### src/lsog_pkg.sv
// shared types and constants of the laser scan occupancy grid
package lsog_pkg;

  // item kinds
  typedef enum logic [1:0] {
    ACT_CLEAR  = 2'd0,
    ACT_SAMPLE = 2'd1,
    ACT_READ   = 2'd2,
    ACT_NOP    = 2'd3
  } kind_e;

  // register indexes
  localparam logic [1:0] CFG_MIN_RANGE  = 2'd0;
  localparam logic [1:0] CFG_MAX_RANGE  = 2'd1;
  localparam logic [1:0] CFG_ANGLE_STEP = 2'd2;

  localparam logic [15:0] MIN_RANGE_RST  = 16'd512;
  localparam logic [15:0] MAX_RANGE_RST  = 16'd30720;
  localparam logic [15:0] ANGLE_STEP_RST = 16'd91;

  // grid geometry
  localparam int GRID_COLS_DEF = 80;
  localparam int GRID_ROWS_DEF = 60;
  localparam int CELL_UNITS    = 256;
  localparam int CELL_SHIFT    = $clog2(CELL_UNITS);
  localparam int BEAM_BITS     = 12;

  // sine polynomial, constant term last and used last
  localparam logic [15:0] POLY_E = 16'd5;
  localparam logic [15:0] POLY_C [4] = '{16'd153, 16'd2611, 16'd21167, 16'd51472};

  // what travels beside the angle
  typedef struct packed {
    kind_e       kind;
    logic [15:0] range;
    logic [6:0]  addr;
  } side_t;

  // map operation after binning
  typedef struct packed {
    kind_e      kind;
    logic       hit;
    logic [6:0] col;
    logic [5:0] row;
    logic [6:0] addr;
  } map_op_t;

endpackage

### src/lsog_sincos.sv
// pipelined fixed-point sine and cosine, one polynomial step per stage
module lsog_sincos import lsog_pkg::*; (
  input  logic               clk_i,
  input  logic               rst_ni,
  input  logic               in_valid_i,
  output logic               in_ready_o,
  input  logic [15:0]        theta_i,
  input  side_t              side_i,
  output logic               out_valid_o,
  input  logic               out_ready_i,
  output logic signed [17:0] sin_o,
  output logic signed [17:0] cos_o,
  output side_t              side_o
);

  localparam int Stages = 6;

  logic [Stages-1:0] valid_q;
  logic [Stages-1:0] en;
  side_t             side_q [Stages];
  logic [16:0]       z_q    [5][2];
  logic [16:0]       z2_q   [4][2];
  logic [15:0]       p_q    [4][2];
  logic              neg_q  [5][2];
  logic signed [17:0] s_q   [2];

  logic [15:0] th   [2];
  logic [16:0] z0   [2];
  logic        neg0 [2];

  // stage enables, back to front
  always_comb begin
    en[Stages-1] = !valid_q[Stages-1] || out_ready_i;
    for (int k = Stages - 2; k >= 0; k--) begin
      en[k] = !valid_q[k] || en[k+1];
    end
  end

  assign in_ready_o = en[0];

  // valid bits
  always_ff @(posedge clk_i or negedge rst_ni) begin
    if (!rst_ni) begin
      valid_q <= '0;
    end else begin
      if (en[0]) begin
        valid_q[0] <= in_valid_i;
      end
      for (int k = 1; k < Stages; k++) begin
        if (en[k]) begin
          valid_q[k] <= valid_q[k-1];
        end
      end
    end
  end

  // quadrant fold: lane 0 sine, lane 1 cosine
  always_comb begin
    th[0] = theta_i;
    th[1] = theta_i + 16'd16384;
    for (int l = 0; l < 2; l++) begin
      if (th[l][14]) begin
        z0[l] = 17'h10000 - {1'b0, th[l][13:0], 2'b00};
      end else begin
        z0[l] = {1'b0, th[l][13:0], 2'b00};
      end
      neg0[l] = th[l][15];
    end
  end

  // stage 0: fold and square
  always_ff @(posedge clk_i) begin
    if (en[0]) begin
      side_q[0] <= side_i;
      for (int l = 0; l < 2; l++) begin
        z_q[0][l]   <= z0[l];
        neg_q[0][l] <= neg0[l];
        z2_q[0][l]  <= 17'((34'(z0[l]) * 34'(z0[l])) >> 16);
      end
    end
  end

  // stages 1 to 4: horner steps
  for (genvar k = 1; k < 5; k++) begin : g_poly
    logic [15:0] prev [2];
    always_comb begin
      for (int l = 0; l < 2; l++) begin
        prev[l] = (k == 1) ? POLY_E : p_q[(k > 1) ? k - 2 : 0][l];
      end
    end
    always_ff @(posedge clk_i) begin
      if (en[k]) begin
        side_q[k] <= side_q[k-1];
        for (int l = 0; l < 2; l++) begin
          z_q[k][l]   <= z_q[k-1][l];
          neg_q[k][l] <= neg_q[k-1][l];
          p_q[k-1][l] <= POLY_C[k-1] - 16'((34'(z2_q[k-1][l]) * 34'(prev[l])) >> 16);
        end
      end
    end
    if (k < 4) begin : g_sq
      always_ff @(posedge clk_i) begin
        if (en[k]) begin
          z2_q[k] <= z2_q[k-1];
        end
      end
    end
  end

  // stage 5: final product and sign
  always_ff @(posedge clk_i) begin
    if (en[5]) begin
      side_q[5] <= side_q[4];
      for (int l = 0; l < 2; l++) begin
        if (neg_q[4][l]) begin
          s_q[l] <= -$signed({1'b0, 17'((34'(z_q[4][l]) * 34'(p_q[3][l])) >> 16)});
        end else begin
          s_q[l] <= $signed({1'b0, 17'((34'(z_q[4][l]) * 34'(p_q[3][l])) >> 16)});
        end
      end
    end
  end

  assign out_valid_o = valid_q[Stages-1];
  assign sin_o       = s_q[0];
  assign cos_o       = s_q[1];
  assign side_o      = side_q[Stages-1];

endmodule

### config.mk
export PLATFORM = sky130hd
export DESIGN_NAME = lsog_sincos
export DESIGN_NICKNAME = d
export VERILOG_FILES = /design/src/lsog_pkg.sv /design/src/lsog_sincos.sv
export SDC_FILE = /design/constraint.sdc
export NUM_CORES = 2
export LEC_CHECK = 0
export BUFFER_PORTS_ARGS = -buffer_cell sky130_fd_sc_hd__buf_2
export CAP_MARGIN = 5
export CORE_MARGIN = 1
export CORE_UTILIZATION = 40
export DETAILED_ROUTE_END_ITERATION = 7
export HOLD_SLACK_MARGIN = 0.12
export MAX_ROUTING_LAYER = met4
export SLEW_MARGIN = 20
export SYNTH_ARGS = -nofsm -noshare
export SYNTH_HDL_FRONTEND = slang
export SYNTH_SLANG_ARGS = --single-unit
### constraint.sdc
create_clock -name clk_i -period 17.55 [get_ports clk_i]
set_input_delay 4.3875 -clock clk_i [delete_from_list [all_inputs] [get_ports clk_i]]
set_output_delay 4.3875 -clock clk_i [all_outputs]
set_load 0.02 [all_outputs]
# Word level (Yosys, flattened, before mapping)
# Memories as Yosys holds them, arrays and structs flattened.
# Cells that the tools add are included.
# totals
regBits,6
ramBits,630
in_bits,45
output_inout_bits,63
wordCells,79
memories,6
# memory_table
memory,words,width,read_ports,rd_clocked_by_memory_dff,write_ports,line,source
z_q,5,34,5,0,5,lsog_sincos.sv:21,logic [16:0] z_q [5][2];
side_q,6,25,6,0,6,lsog_sincos.sv:20,side_t side_q [Stages];
z2_q,4,34,4,0,4,lsog_sincos.sv:22,logic [16:0] z2_q [4][2];
p_q,4,32,4,0,4,lsog_sincos.sv:23,logic [15:0] p_q [4][2];
s_q,2,18,2,0,2,lsog_sincos.sv:25,logic signed [17:0] s_q [2];
neg_q,5,2,5,0,5,lsog_sincos.sv:24,logic neg_q [5][2];
# classes
n_addsub,13
multipliers,12
muxes,28
bitwise_logic,2
reduce_logical,12
# ops
operator,count
$mul A17 B16 Y32,6
$mul A17 B16 Y33,2
$mul A17 B17 Y33,2
$mul A17 B3 Y20 const B,2
$mux W18,2
$neg A17 Y18,2
$mux W17,2
$sub A17 B16 Y17 const A,2
$sub A12 B16 Y16 const A,2
$sub A15 B16 Y16 const A,2
$sub A16 B16 Y16 const A,2
$mux W1,24
$sub A8 B4 Y9 const A,2
$add A16 B15 Y16 const B,1
$logic_not A1 Y1,6
$logic_or A1 B1 Y1,6
$or A1 B1 Y1,2

# Longest topological paths before layout
# depth
ltp_word,9
ltp_mapped,34
mapped_depth_nobuf,33

# Worst setup path before layout
# No wires, ideal clock.
# synth_timing
path_kind,input-to-reg
from,in theta_i[0]
to,mem z2_q[0][16] in the netlist's numbering (data pin)
setup_time_ns,0.260
t_arrival_ns,11.907
required_ns,17.290
slack_ns,5.383
stages,30
n_path_buf,1
path_cell_list,inv_1 -> clkbuf_1 -> ha_1 -> nand2_1 -> or3_1 -> or3_1 -> nor3_1 -> or2_2 -> xor2_1 -> clkinv_1 -> nand2_1 -> fa_1 -> fa_1 -> inv_1 -> fa_1 -> fa_1 -> fa_1 -> inv_1 -> fa_1 -> inv_1 -> ha_1 -> and3_1 -> and3_1 -> nand3_1 -> a41oi_1 -> o21ai_0 -> a31oi_1 -> a211o_1 -> a21oi_1 -> xnor2_1
# synth_rtl
element,line,source
from (decl),lsog_sincos.sv:7,"input logic [15:0] theta_i,"
to (decl),lsog_sincos.sv:22,

==> impl_metrics.toml <==
[timing]
skew_ns = 0.0558
maxSlewHeadroom = 0.277
hold_viol = 0
max_freq_mhz = 77.4
hold-worst-slack_ns = 0.371
slew_violations = 0
period_minus_slack_ns = 12.92
rsz0062_at_grt = "false"
tightest_slew_ns = 1.08
setup_viol = 0
fin_tns_setup_ns = 0
finalCritPeriodShare = 0.736

[floorplan]
io-pin-count = 108
dieHeight_um = 460
fp.dieArea_um2 = 212000
core_region_area_um2 = 208000
row_count = 167
fp.dieW_um = 460
start_util = 0.404

[logic_synthesis]
yosys_warnings = 0
ys_ff_latch = 575
async_flop_share = 0.0104
postSynthCellCount = 8278
synth_edf_count = 568
avgSynthCellArea_um2 = 10.1
synthFlopType = "edfxtp_1"
ys_types = 87
synth_area_um2 = 83900
yosysSeqAreaShare = 0.205

[drt]
wirelength_um = 185000
wl_per_cell_um = 16.7
drc = 0
firstDrtPassIters = 5
ant_nets = 0
drtIter0Drc = 2916
viasPerCell = 4.95
vias = 55000

[final_layout]
nNetsFinal = 10700
area_delta_synth_final_pct = 6.56
fillers = 19900
final_cells = 11100
multi_input_area_um2 = 58700
regArea_um2 = 17200
layout-drive-gt1-share = 0.0326

[flow_run]
cap_violations = 0

[clocking]
h-tree-depth = 3
worstSkewPairLatency_ns = 0.68
cts_hold_buffers = 0
cts-root-buf = "clkbuf_16"
clock-sinks = 575
clk_pin_slew_ns = 0.06
cts_buffers = 66
cts_buffer_depth = 3
postCtsResizedCells = 0
post_cts_buffers = 0
cts_tree = "built"

[setup_path]
crit_required_ns = 18.02
setup.worst_path.class = "in2reg"
crit_path_end_kind = "flop"
worstPathArrival_ns = 13.39
critPathLaunchType = "primary input"
crit_slowest_cell = "xor2_1"
critPathMaxStageDelay_ns = 0.69
cp_max_fo = 16

[global_routing]
grt_max_degree = 66
antenna_found_initial = 8
grt_pass1_vias = 60200
track_usage = 0.188
grt_pass1_wl_um = 311000
globalRouteOverflowTotal = 0

[placed_design]
io_buffers = 107
dp_cells = 11000
place_congestion = 0.885
dp_hpwl_um = 146000

[run_status]
status = "finished, final reports clean"

[min_path]
hold_path_class = "reg2reg"
## final cells by class
| type | count | area share |
|---|---|---|
| clock inverters | 43 | 0.00466 |
| flip-flops and latches | 575 | 0.193 |
| well taps | 2788 | 0.0390 |
| multi-input cells | 5577 | 0.657 |
| clock buffers | 74 | 0.0188 |
| diodes | 2 | 0.0000560 |
| repair buffers | 130 | 0.00792 |
| inverters | 1911 | 0.0802 |
## layer usage
metal	up-vias	GRT usage	part of all wire
met5	-	-	0
met4	0	0.0364	0.018
met3	212	0.0228	0.046
met2	1046	0.313	0.48
met1	28200	0.246	0.45
li1	25600	-	-
## path summary, 6_finish.rpt
check	start	to	slack, ns	depth (start not counted)
max in group asynchronous	rst_ni	valid_q[4]	13.86	1
min reg2reg	z_q[3][9]	z_q[4][9]	0.37	0
max	theta_i[0]	z2_q[0][14]	4.63	30
min in group asynchronous	rst_ni	valid_q[0]	3.54	1
min	z_q[3][9]	z_q[4][9]	0.37	0
max reg2reg	p_q[1][18]	p_q[2][30]	9.08	26
## worst max-delay path: cells and delay by family
family	cells	cell delay, ns
simple gates	8	1.73
buf+inv	7	1.34
xor+xnor	1	0.69
fa+ha+maj	8	3.57
compound gates	6	1.65
## placed cells by master, fill, tap and decap left out, drive strengths merged, types with 18 or more instances in the layout
cell type / synthesis / routed
buf: 15 / 130
nor2: 205 / 205
and3: 33 / 33
a211oi: 22 / 22
and2: 830 / 830
clkbuf: 218 / 74
ha: 1042 / 1042
or3: 24 / 24
a21o: 70 / 70
xor2: 106 / 106
o21a: 24 / 24
fa: 1400 / 1400
edfxtp: 568 / 568
o211ai: 22 / 22
xnor2: 147 / 147
inv: 1903 / 1908
o21ai: 104 / 104
conb: 2 / 20
nand2: 914 / 914
or2: 19 / 19
a21oi: 179 / 179
clkinv: 8 / 33
nand4: 29 / 29
nor3: 45 / 45
a31oi: 18 / 18
nor2b: 41 / 41
nand2b: 31 / 31
nand3: 34 / 34
## cell families (layout without fill, tap and decap cells)
family | Yosys count | after routing | synth area share
mux | 17 | 17 | 0.00207
buf+inv | 2144 | 2158 | 0.0961
fa+ha+maj | 2443 | 2443 | 0.489
xor+xnor | 253 | 253 | 0.0264
flops | 575 | 575 | 0.205
compound gates | 579 | 579 | 0.0453
other cells | 2 | 22 | 0.0000895
simple gates | 2265 | 2265 | 0.135
## synth_stat cells (16+ instances only)
library cell     n  area share
inv_1         1903       0.085
fa_1          1400        0.33
ha_1          1042        0.16
nand2_1        914       0.041
and2_1         829       0.062
edfxtp_1       568        0.20
clkbuf_1       217      0.0097
nor2_1         205      0.0092
a21oi_1        179       0.011
xnor2_1        147       0.015
xor2_1         106       0.011
o21ai_0        102      0.0061
a21o_1          70      0.0063
nor3_1          45      0.0027
nor2b_1         41      0.0031
nand3_1         34      0.0020
and3_1          33      0.0025
nand2b_1        31      0.0023
nand4_1         29      0.0022
o21a_1          24      0.0021
or3_1           24      0.0018
a211oi_1        22      0.0020
o211ai_1        22      0.0020
or2_2           17      0.0013
a31oi_1         16      0.0012
## metrics by stage
step	worst slack [ns]	util	area (um2)
finish	4.63	0.430	89400
global route	3.83	0.430	89400
CTS	4.61	0.430	89400
detailed placement	3.91	0.420	87300
global placement	4.05	0.420	87300
floorplan	5.38	-	84000
## sequential cells by signal, indices dropped and copies added (netlist names)
register	count
valid_q	6
z2_q	136
side_q	150
z_q	145
p_q	92
s_q	36
neg_q	10
Power is not shown: default switching activity piles up to over one toggle a cycle in this logic, so the estimate is an artifact.
