===== src/lsog_pkg.sv =====
// shared types and constants of the laser scan occupancy grid
package lsog_pkg;

  // item kinds
  typedef enum logic [1:0] {
    ACT_CLEAR  = 2'd0,
    ACT_SAMPLE = 2'd1,
    ACT_READ   = 2'd2,
    ACT_NOP    = 2'd3
  } kind_e;

  // register indexes
  localparam logic [1:0] CFG_MIN_RANGE  = 2'd0;
  localparam logic [1:0] CFG_MAX_RANGE  = 2'd1;
  localparam logic [1:0] CFG_ANGLE_STEP = 2'd2;

  localparam logic [15:0] MIN_RANGE_RST  = 16'd512;
  localparam logic [15:0] MAX_RANGE_RST  = 16'd30720;
  localparam logic [15:0] ANGLE_STEP_RST = 16'd91;

  // grid geometry
  localparam int GRID_COLS_DEF = 80;
  localparam int GRID_ROWS_DEF = 60;
  localparam int CELL_UNITS    = 256;
  localparam int CELL_SHIFT    = $clog2(CELL_UNITS);
  localparam int BEAM_BITS     = 12;

  // sine polynomial, constant term last and used last
  localparam logic [15:0] POLY_E = 16'd5;
  localparam logic [15:0] POLY_C [4] = '{16'd153, 16'd2611, 16'd21167, 16'd51472};

  // what travels beside the angle
  typedef struct packed {
    kind_e       kind;
    logic [15:0] range;
    logic [6:0]  addr;
  } side_t;

  // map operation after binning
  typedef struct packed {
    kind_e      kind;
    logic       hit;
    logic [6:0] col;
    logic [5:0] row;
    logic [6:0] addr;
  } map_op_t;

endpackage


===== src/lsog_bin.sv =====
// rotation to x and y, then binning into a grid cell
module lsog_bin import lsog_pkg::*; #(
  parameter int GRID_COLS = GRID_COLS_DEF,
  parameter int GRID_ROWS = GRID_ROWS_DEF,
  parameter int CellW     = $clog2(GRID_COLS * GRID_ROWS)
) (
  input  logic               clk_i,
  input  logic               rst_ni,
  input  logic               in_valid_i,
  output logic               in_ready_o,
  input  logic signed [17:0] sin_i,
  input  logic signed [17:0] cos_i,
  input  side_t              side_i,
  output logic               out_valid_o,
  input  logic               out_ready_i,
  output map_op_t            op_o,
  output logic [CellW-1:0]   cell_o
);

  localparam int XOrigin = GRID_COLS / 2 * CELL_UNITS;

  logic [1:0]         valid_q;
  logic [1:0]         en;
  side_t              side_q;
  logic signed [17:0] x_q;
  logic signed [17:0] y_q;
  map_op_t            op_q;
  logic [CellW-1:0]   cell_q;

  logic signed [34:0] px;
  logic signed [34:0] py;
  logic signed [19:0] xs;
  logic signed [19:0] col_w;
  logic signed [19:0] row_w;
  logic               hit;

  assign en[1]      = !valid_q[1] || out_ready_i;
  assign en[0]      = !valid_q[0] || en[1];
  assign in_ready_o = en[0];

  always_ff @(posedge clk_i or negedge rst_ni) begin
    if (!rst_ni) begin
      valid_q <= '0;
    end else begin
      if (en[0]) valid_q[0] <= in_valid_i;
      if (en[1]) valid_q[1] <= valid_q[0];
    end
  end

  // range times sine and cosine, floor by 2^15
  always_comb begin
    px = $signed({1'b0, side_i.range}) * cos_i;
    py = $signed({1'b0, side_i.range}) * sin_i;
  end

  always_ff @(posedge clk_i) begin
    if (en[0]) begin
      side_q <= side_i;
      x_q    <= 18'(px >>> 15);
      y_q    <= 18'(py >>> 15);
    end
  end

  // cell from x and y, rounding down
  always_comb begin
    xs    = 20'(x_q) + 20'(XOrigin);
    col_w = xs >>> CELL_SHIFT;
    row_w = 20'(y_q) >>> CELL_SHIFT;
    hit   = (side_q.kind == ACT_SAMPLE) && (col_w >= 0) && (col_w < GRID_COLS)
            && (row_w >= 0) && (row_w < GRID_ROWS);
  end

  always_ff @(posedge clk_i) begin
    if (en[1]) begin
      op_q.kind <= side_q.kind;
      op_q.addr <= side_q.addr;
      op_q.hit  <= hit;
      op_q.col  <= hit ? 7'(col_w) : 7'd0;
      op_q.row  <= hit ? 6'(row_w) : 6'd0;
      cell_q    <= CellW'(32'(col_w[7:0]) * 32'(GRID_ROWS) + 32'(row_w[7:0]));
    end
  end

  assign out_valid_o = valid_q[1];
  assign op_o        = op_q;
  assign cell_o      = cell_q;

endmodule


===== config.mk =====
export PLATFORM = sky130hd
export DESIGN_NAME = lsog_bin
export DESIGN_NICKNAME = d
export VERILOG_FILES = /design/src/lsog_pkg.sv /design/src/lsog_bin.sv
export SDC_FILE = /design/constraint.sdc
export NUM_CORES = 1
export LEC_CHECK = 0
export BUFFER_PORTS_ARGS = -buffer_cell sky130_fd_sc_hd__buf_2
export CAP_MARGIN = 30
export CORE_ASPECT_RATIO = 1.75
export CORE_MARGIN = 2
export CORE_UTILIZATION = 59
export DETAILED_ROUTE_END_ITERATION = 8
export PLACE_DENSITY = 0.86
export SYNTH_ARGS = -nofsm -noshare
export SYNTH_HDL_FRONTEND = slang
export SYNTH_SLANG_ARGS = --single-unit

===== constraint.sdc =====
create_clock -name clk_i -period 4 [get_ports clk_i]
set_clock_uncertainty 0.15 [all_clocks]
set_input_delay 0.2 -clock clk_i [delete_from_list [all_inputs] [get_ports clk_i]]
set_output_delay 0.2 -clock clk_i [all_outputs]
set_load 0.05 [all_outputs]

After elaboration in Yosys (flattened, before gate mapping) --
Cells that the tools add are included.
Operators by class: add/sub/neg operators 2, multipliers 3, order comparisons 4, equality and inequality tests 1, reductions and logical operators 8
Operators with widths (number):
- multiplier 17 x 18 -> 33 bit | 2
- adder 18 x 15 -> 19 bit (second input constant) | 1
- adder 13 x 8 -> 13 bit | 1
- >= comparator 11 x 1 -> 1 bit (second input constant) | 1
- less-than comparator 11 x 8 -> 1 bit (second input constant) | 1
- multiplier 8 x 4 -> 11 bit (second input constant) | 1
- >= comparator 10 x 1 -> 1 bit (second input constant) | 1
- less-than comparator 10 x 7 -> 1 bit (second input constant) | 1
- logical AND 1 bit | 4
- equality test 2 x 1 -> 1 bit (second input constant) | 1
- logical NOT 1 bit | 2
- logical OR 1 bit | 2
Storage, ports and cells: register bits 83, output and inout port bits 38

Depth between registers and ports, before layout --
word-level depth 6, depth in mapped cells 25, gate-level depth less buffers 23

Worst setup path after synthesis --
OpenSTA, ideal clock, no wires.
path type input to register, from input port side_i[15] in the netlist's numbering, to register y_q[17] (data pin), library setup time 0.260 ns, data arrival time 5.941 ns, data required time 3.590 ns, slack -2.351 ns, stages 24, buffers on the path 2, cells stage by stage clkbuf_1 clkbuf_1 nand2_1 fa_1 inv_1 fa_1 inv_1 fa_1 inv_1 fa_1 fa_1 inv_1 fa_1 inv_1 ha_1 nand4_1 nor2b_4 a211oi_2 nand3b_2 o41ai_4 o21bai_2 a2111oi_4 o31ai_2 xnor2_1
Between the ends: longest elaborated chain between the ends 1
RTL lines:
- from (decl) | line lsog_bin.sv:13 | input side_t side_i,
- multiplier 17 x 18 -> 33 bit | line lsog_bin.sv:53 | py = $signed({1'b0, side_i.range}) * sin_i;
- via py[32] | line lsog_bin.sv:31 | logic signed [34:0] py;
- to (signal assigned) | line lsog_bin.sv:60 | y_q <= 18'(py >>> 15);
- to (decl) | line lsog_bin.sv:26 | logic signed [17:0] y_q;
The timed path passes the listed nets, and every way through them passes these cells. A chain may end at the register's enable or synchronous reset.

Worst setup path after layout --
from input port side_i[12] in the netlist's numbering, to register y_q[15] (data pin)
Same word-level chain as after synthesis.

==> results.md <==
- Worst path arrival time: 6.14 ns
- Count of distinct cell types in the synthesized netlist: 54
- Floorplan core area: 0.03928 sq mm
- H-tree lvl count: 3
- Layout overhead on the synthesized area: 19.16%
- Pre-Repair DR Iteration Count: 6
- Worst hold slack after final layout: 0.02569 ns
- Fillcell total: 2459
- Path length in cells of the critical path: 25
- X dimension of the die: 155.1 um
- Number of port buffers: 102
- Maximum root-to-sink buffer count: 2
- Aggregate global-route resource usage: 33.56%
- Number of nets produced by synthesis: 3308
- RePlAce Congestion: 0.9610
- Maximum number of pins on one net before global-route repair: 34
- Routed wire length: 68410 um
- Clock net sink count: 67
- Beginning of the worst register-to-register path: x_q[9]$_DFFE_PP_
- Ports: 103
- Endpoint class of the critical path: register
- Number of antenna-violating nets in the routed design: 0
- Most frequent standard cell in the layout excluding fill and tap cells: inv_1
- Slowest stage cell, crit path: fa_2
- Clock tree from TritonCTS: yes
- Per-cell routed wire length: 20.80 um
- HP Class: in2async
- Startpoint types: primary input
- Count of endpoints failing hold in the final timing report: 0
- Smallest setup slack after layout: -2.188 ns
- Top achievable clock speed: 161.6 MHz
- Kind of critical path: in2reg
- Highest cell delay on the worst timing path: 0.65 ns
- Unrepaired setup endpoints after global routing: true
- Wire length of the first global-routing pass: 107100 um
- DIE AREA: 0.04161 sq mm
- Number of max-slew violations in the final report: 0
- Critical path's top delay family: adder cells
- Critical path buffers and inverters: 8
- Worst slew pin tran: 0.9954 ns
- Starting density of the core: 59.98%
- Register clock-pin slew on the reported worst setup and hold paths: 0.07 ns
- Predominant post-synthesis flop cell: edfxtp_1
- GR Overflow Total: 0
- Number of remaining DRC errors: 0
- # rows: 96
- Clk root buf: clkbuf_16
- Violations in the final reports: setup timing
- Max-cap violations: 0
- Number of global-route vias before repair: 22280
- Flip-flop and latch count after synthesis: 67
- Initial antenna violation count: 2
- Final worst path period need: 6.188 ns
- Sequential fraction of the synthesis area: 8.498%
- CP Launch Point: side_i[12]
- Top library cells by usage in the layout, fill and taps aside: 701 x inv_1, 549 x fa_1, 300 x nand2_1
- Number of synthesis warnings: 0
- Capturing point of the worst reg2reg path: cell_o[12]$_DFFE_PP_
- Total Nets Final: 3615
- Most frequent cell on the critical path: fa_1
- Depth of the most critical reg-to-reg path: 14
- Number of design-rule violations left by the first detailed-router iteration: 1200
- Latest clock arrival within the worst-skew pair: 0.35 ns
- Number of synthesized flops with an enable pin: 65
- Netlist Area Pre-Place: 0.02356 sq mm
- Crit path required time: 3.96 ns
- Post-synthesis instance total: 2485
- Via density per instance: 5.751
- CTS buffer count: 9
- Die Y-Extent: 268.3 um
- Via count: 18910
- Destination of the critical timing path: y_q[15]$_DFFE_PP_
- Max-Slew Margin vs Limit: 33.44%
- Ratio of final minimum period to clock period: 154.7%
- Hpwl dp: 52120 um
- Proportion of layout cells with a drive suffix above 1: 19.52%
- Async set-or-reset flop fraction in the synthesized netlist: 2.985%
- Average cell area after synthesis: 9.480 sq um
- CP Max Fanout: 7
- Setup slack, reg-to-reg: 0.05 ns
- Number of endpoints failing setup at the final stage: 20
- Outcome: complete, but fails checks
==> sequential cells by signal, summed over array words and instances, names as in the netlist <==
name,count
op_o,23
cell_o,13
x_q,10
y_q,10
side_q,9
valid_q,2
==> through the flow <==
| step | setup WS (ns) | instances | TNS (ns) | area (sq um) | utilization (%) |
|---|---|---|---|---|---|
| after floorplan | -1.923 | 2485 | -32.39 | 23850 | - |
| after global placement | -2.355 | 3228 | -42.87 | 26520 | 67.51 |
| after global routing | -2.304 | 3289 | -40.37 | 28070 | 71.47 |
| final | -2.188 | 3289 | -37.93 | 28070 | 71.47 |
| after detailed placement | -2.561 | 3228 | -45.71 | 26520 | 67.51 |
| after CTS | -2.061 | 3275 | -34.98 | 27710 | 70.55 |
==> synthesized netlist by cell type (2+ instances only) <==
| master | n | area share [%] |
|---|---|---|
| o41ai_2 | 2 | 0.14 |
| xnor2_1 | 52 | 1.9 |
| a21o_1 | 13 | 0.41 |
| xor2_1 | 17 | 0.63 |
| o2111ai_1 | 3 | 0.11 |
| a21oi_1 | 30 | 0.64 |
| o21a_1 | 5 | 0.16 |
| o21ai_0 | 15 | 0.32 |
| o221ai_1 | 2 | 0.074 |
| and3_1 | 4 | 0.11 |
| o211ai_1 | 2 | 0.064 |
| a211o_1 | 2 | 0.074 |
| and2_1 | 283 | 7.5 |
| nand2b_1 | 5 | 0.13 |
| nor2_1 | 20 | 0.32 |
| nand4_1 | 9 | 0.24 |
| a211oi_1 | 5 | 0.16 |
| inv_1 | 725 | 12 |
| edfxtp_1 | 65 | 8.3 |
| nand2_1 | 303 | 4.8 |
| nand3b_1 | 2 | 0.064 |
| fa_1 | 570 | 48 |
| o21bai_1 | 6 | 0.19 |
| nor3_1 | 18 | 0.38 |
| clkbuf_1 | 95 | 1.5 |
| nand3_1 | 8 | 0.17 |
| a31oi_1 | 3 | 0.080 |
| or3_1 | 2 | 0.053 |
| dfrtp_1 | 2 | 0.21 |
| nor2b_1 | 6 | 0.16 |
| ha_1 | 188 | 10 |
==> logic make-up after synthesis <==
family | Yosys count | synth area share [%]
AOI/OAI and AO/OA | 102 | 3.128
xor gates and xnor gates | 69 | 2.565
adders and majority gates | 758 | 58.42
buffers and inverters | 821 | 13.08
DFF | 67 | 8.498
muxes | 2 | 0.09028
and+or+nand+nor | 666 | 14.22
==> layout make-up <==
class / instances / area, sq um / share of cell area, %
Sequential cell: 67 / 2002 / 7.131
Tap cell: 490 / 613.1 / 2.184
Antenna cell: 2 / 5.005 / 0.01783
Clock inverter: 7 / 76.32 / 0.2719
Clock buffer: 9 / 225.2 / 0.8022
Inverter: 725 / 2721 / 9.694
Timing Repair Buffer: 392 / 3212 / 11.44
Multi-Input combinational cell: 1597 / 19220 / 68.46
==> what timing repair did <==
item	CTS	global route
hold endpoints to repair	12	0
gates resized for setup	133	62
pin swaps	75	65
buffers inserted	21	16
gates cloned	4	0
setup endpoints to repair	21	23
hold buffers	11	0
==> how the worst min path moves through the flow <==
stage                start                endpoint  cells after the start
floorplan           rst_ni  valid_q[0]$_DFFE_PN0P_                      0
global placement    rst_ni  valid_q[1]$_DFFE_PN0P_                      1
detailed placement  rst_ni  valid_q[0]$_DFFE_PN0P_                      1
CTS                 rst_ni  valid_q[0]$_DFFE_PN0P_                      2
global route        rst_ni  valid_q[0]$_DFFE_PN0P_                      2
finish              rst_ni  valid_q[0]$_DFFE_PN0P_                      2
==> per-layer routing <==
metal  routed length (um)  global-route usage, %  vias up  part of all wire, %
li1                     -                      -     7735                    -
met1                19900                  31.12     9434                   29
met3                 4475                  5.983      611                  6.5
met2                36280                  62.22     1134                   53
met5                    0                      0        -                    0
met4                 7757                  29.25        0                   11
Power is left out: the tool's default activity adds up to more than one toggle a clock period on the data nets, which glitch-free logic cannot reach.
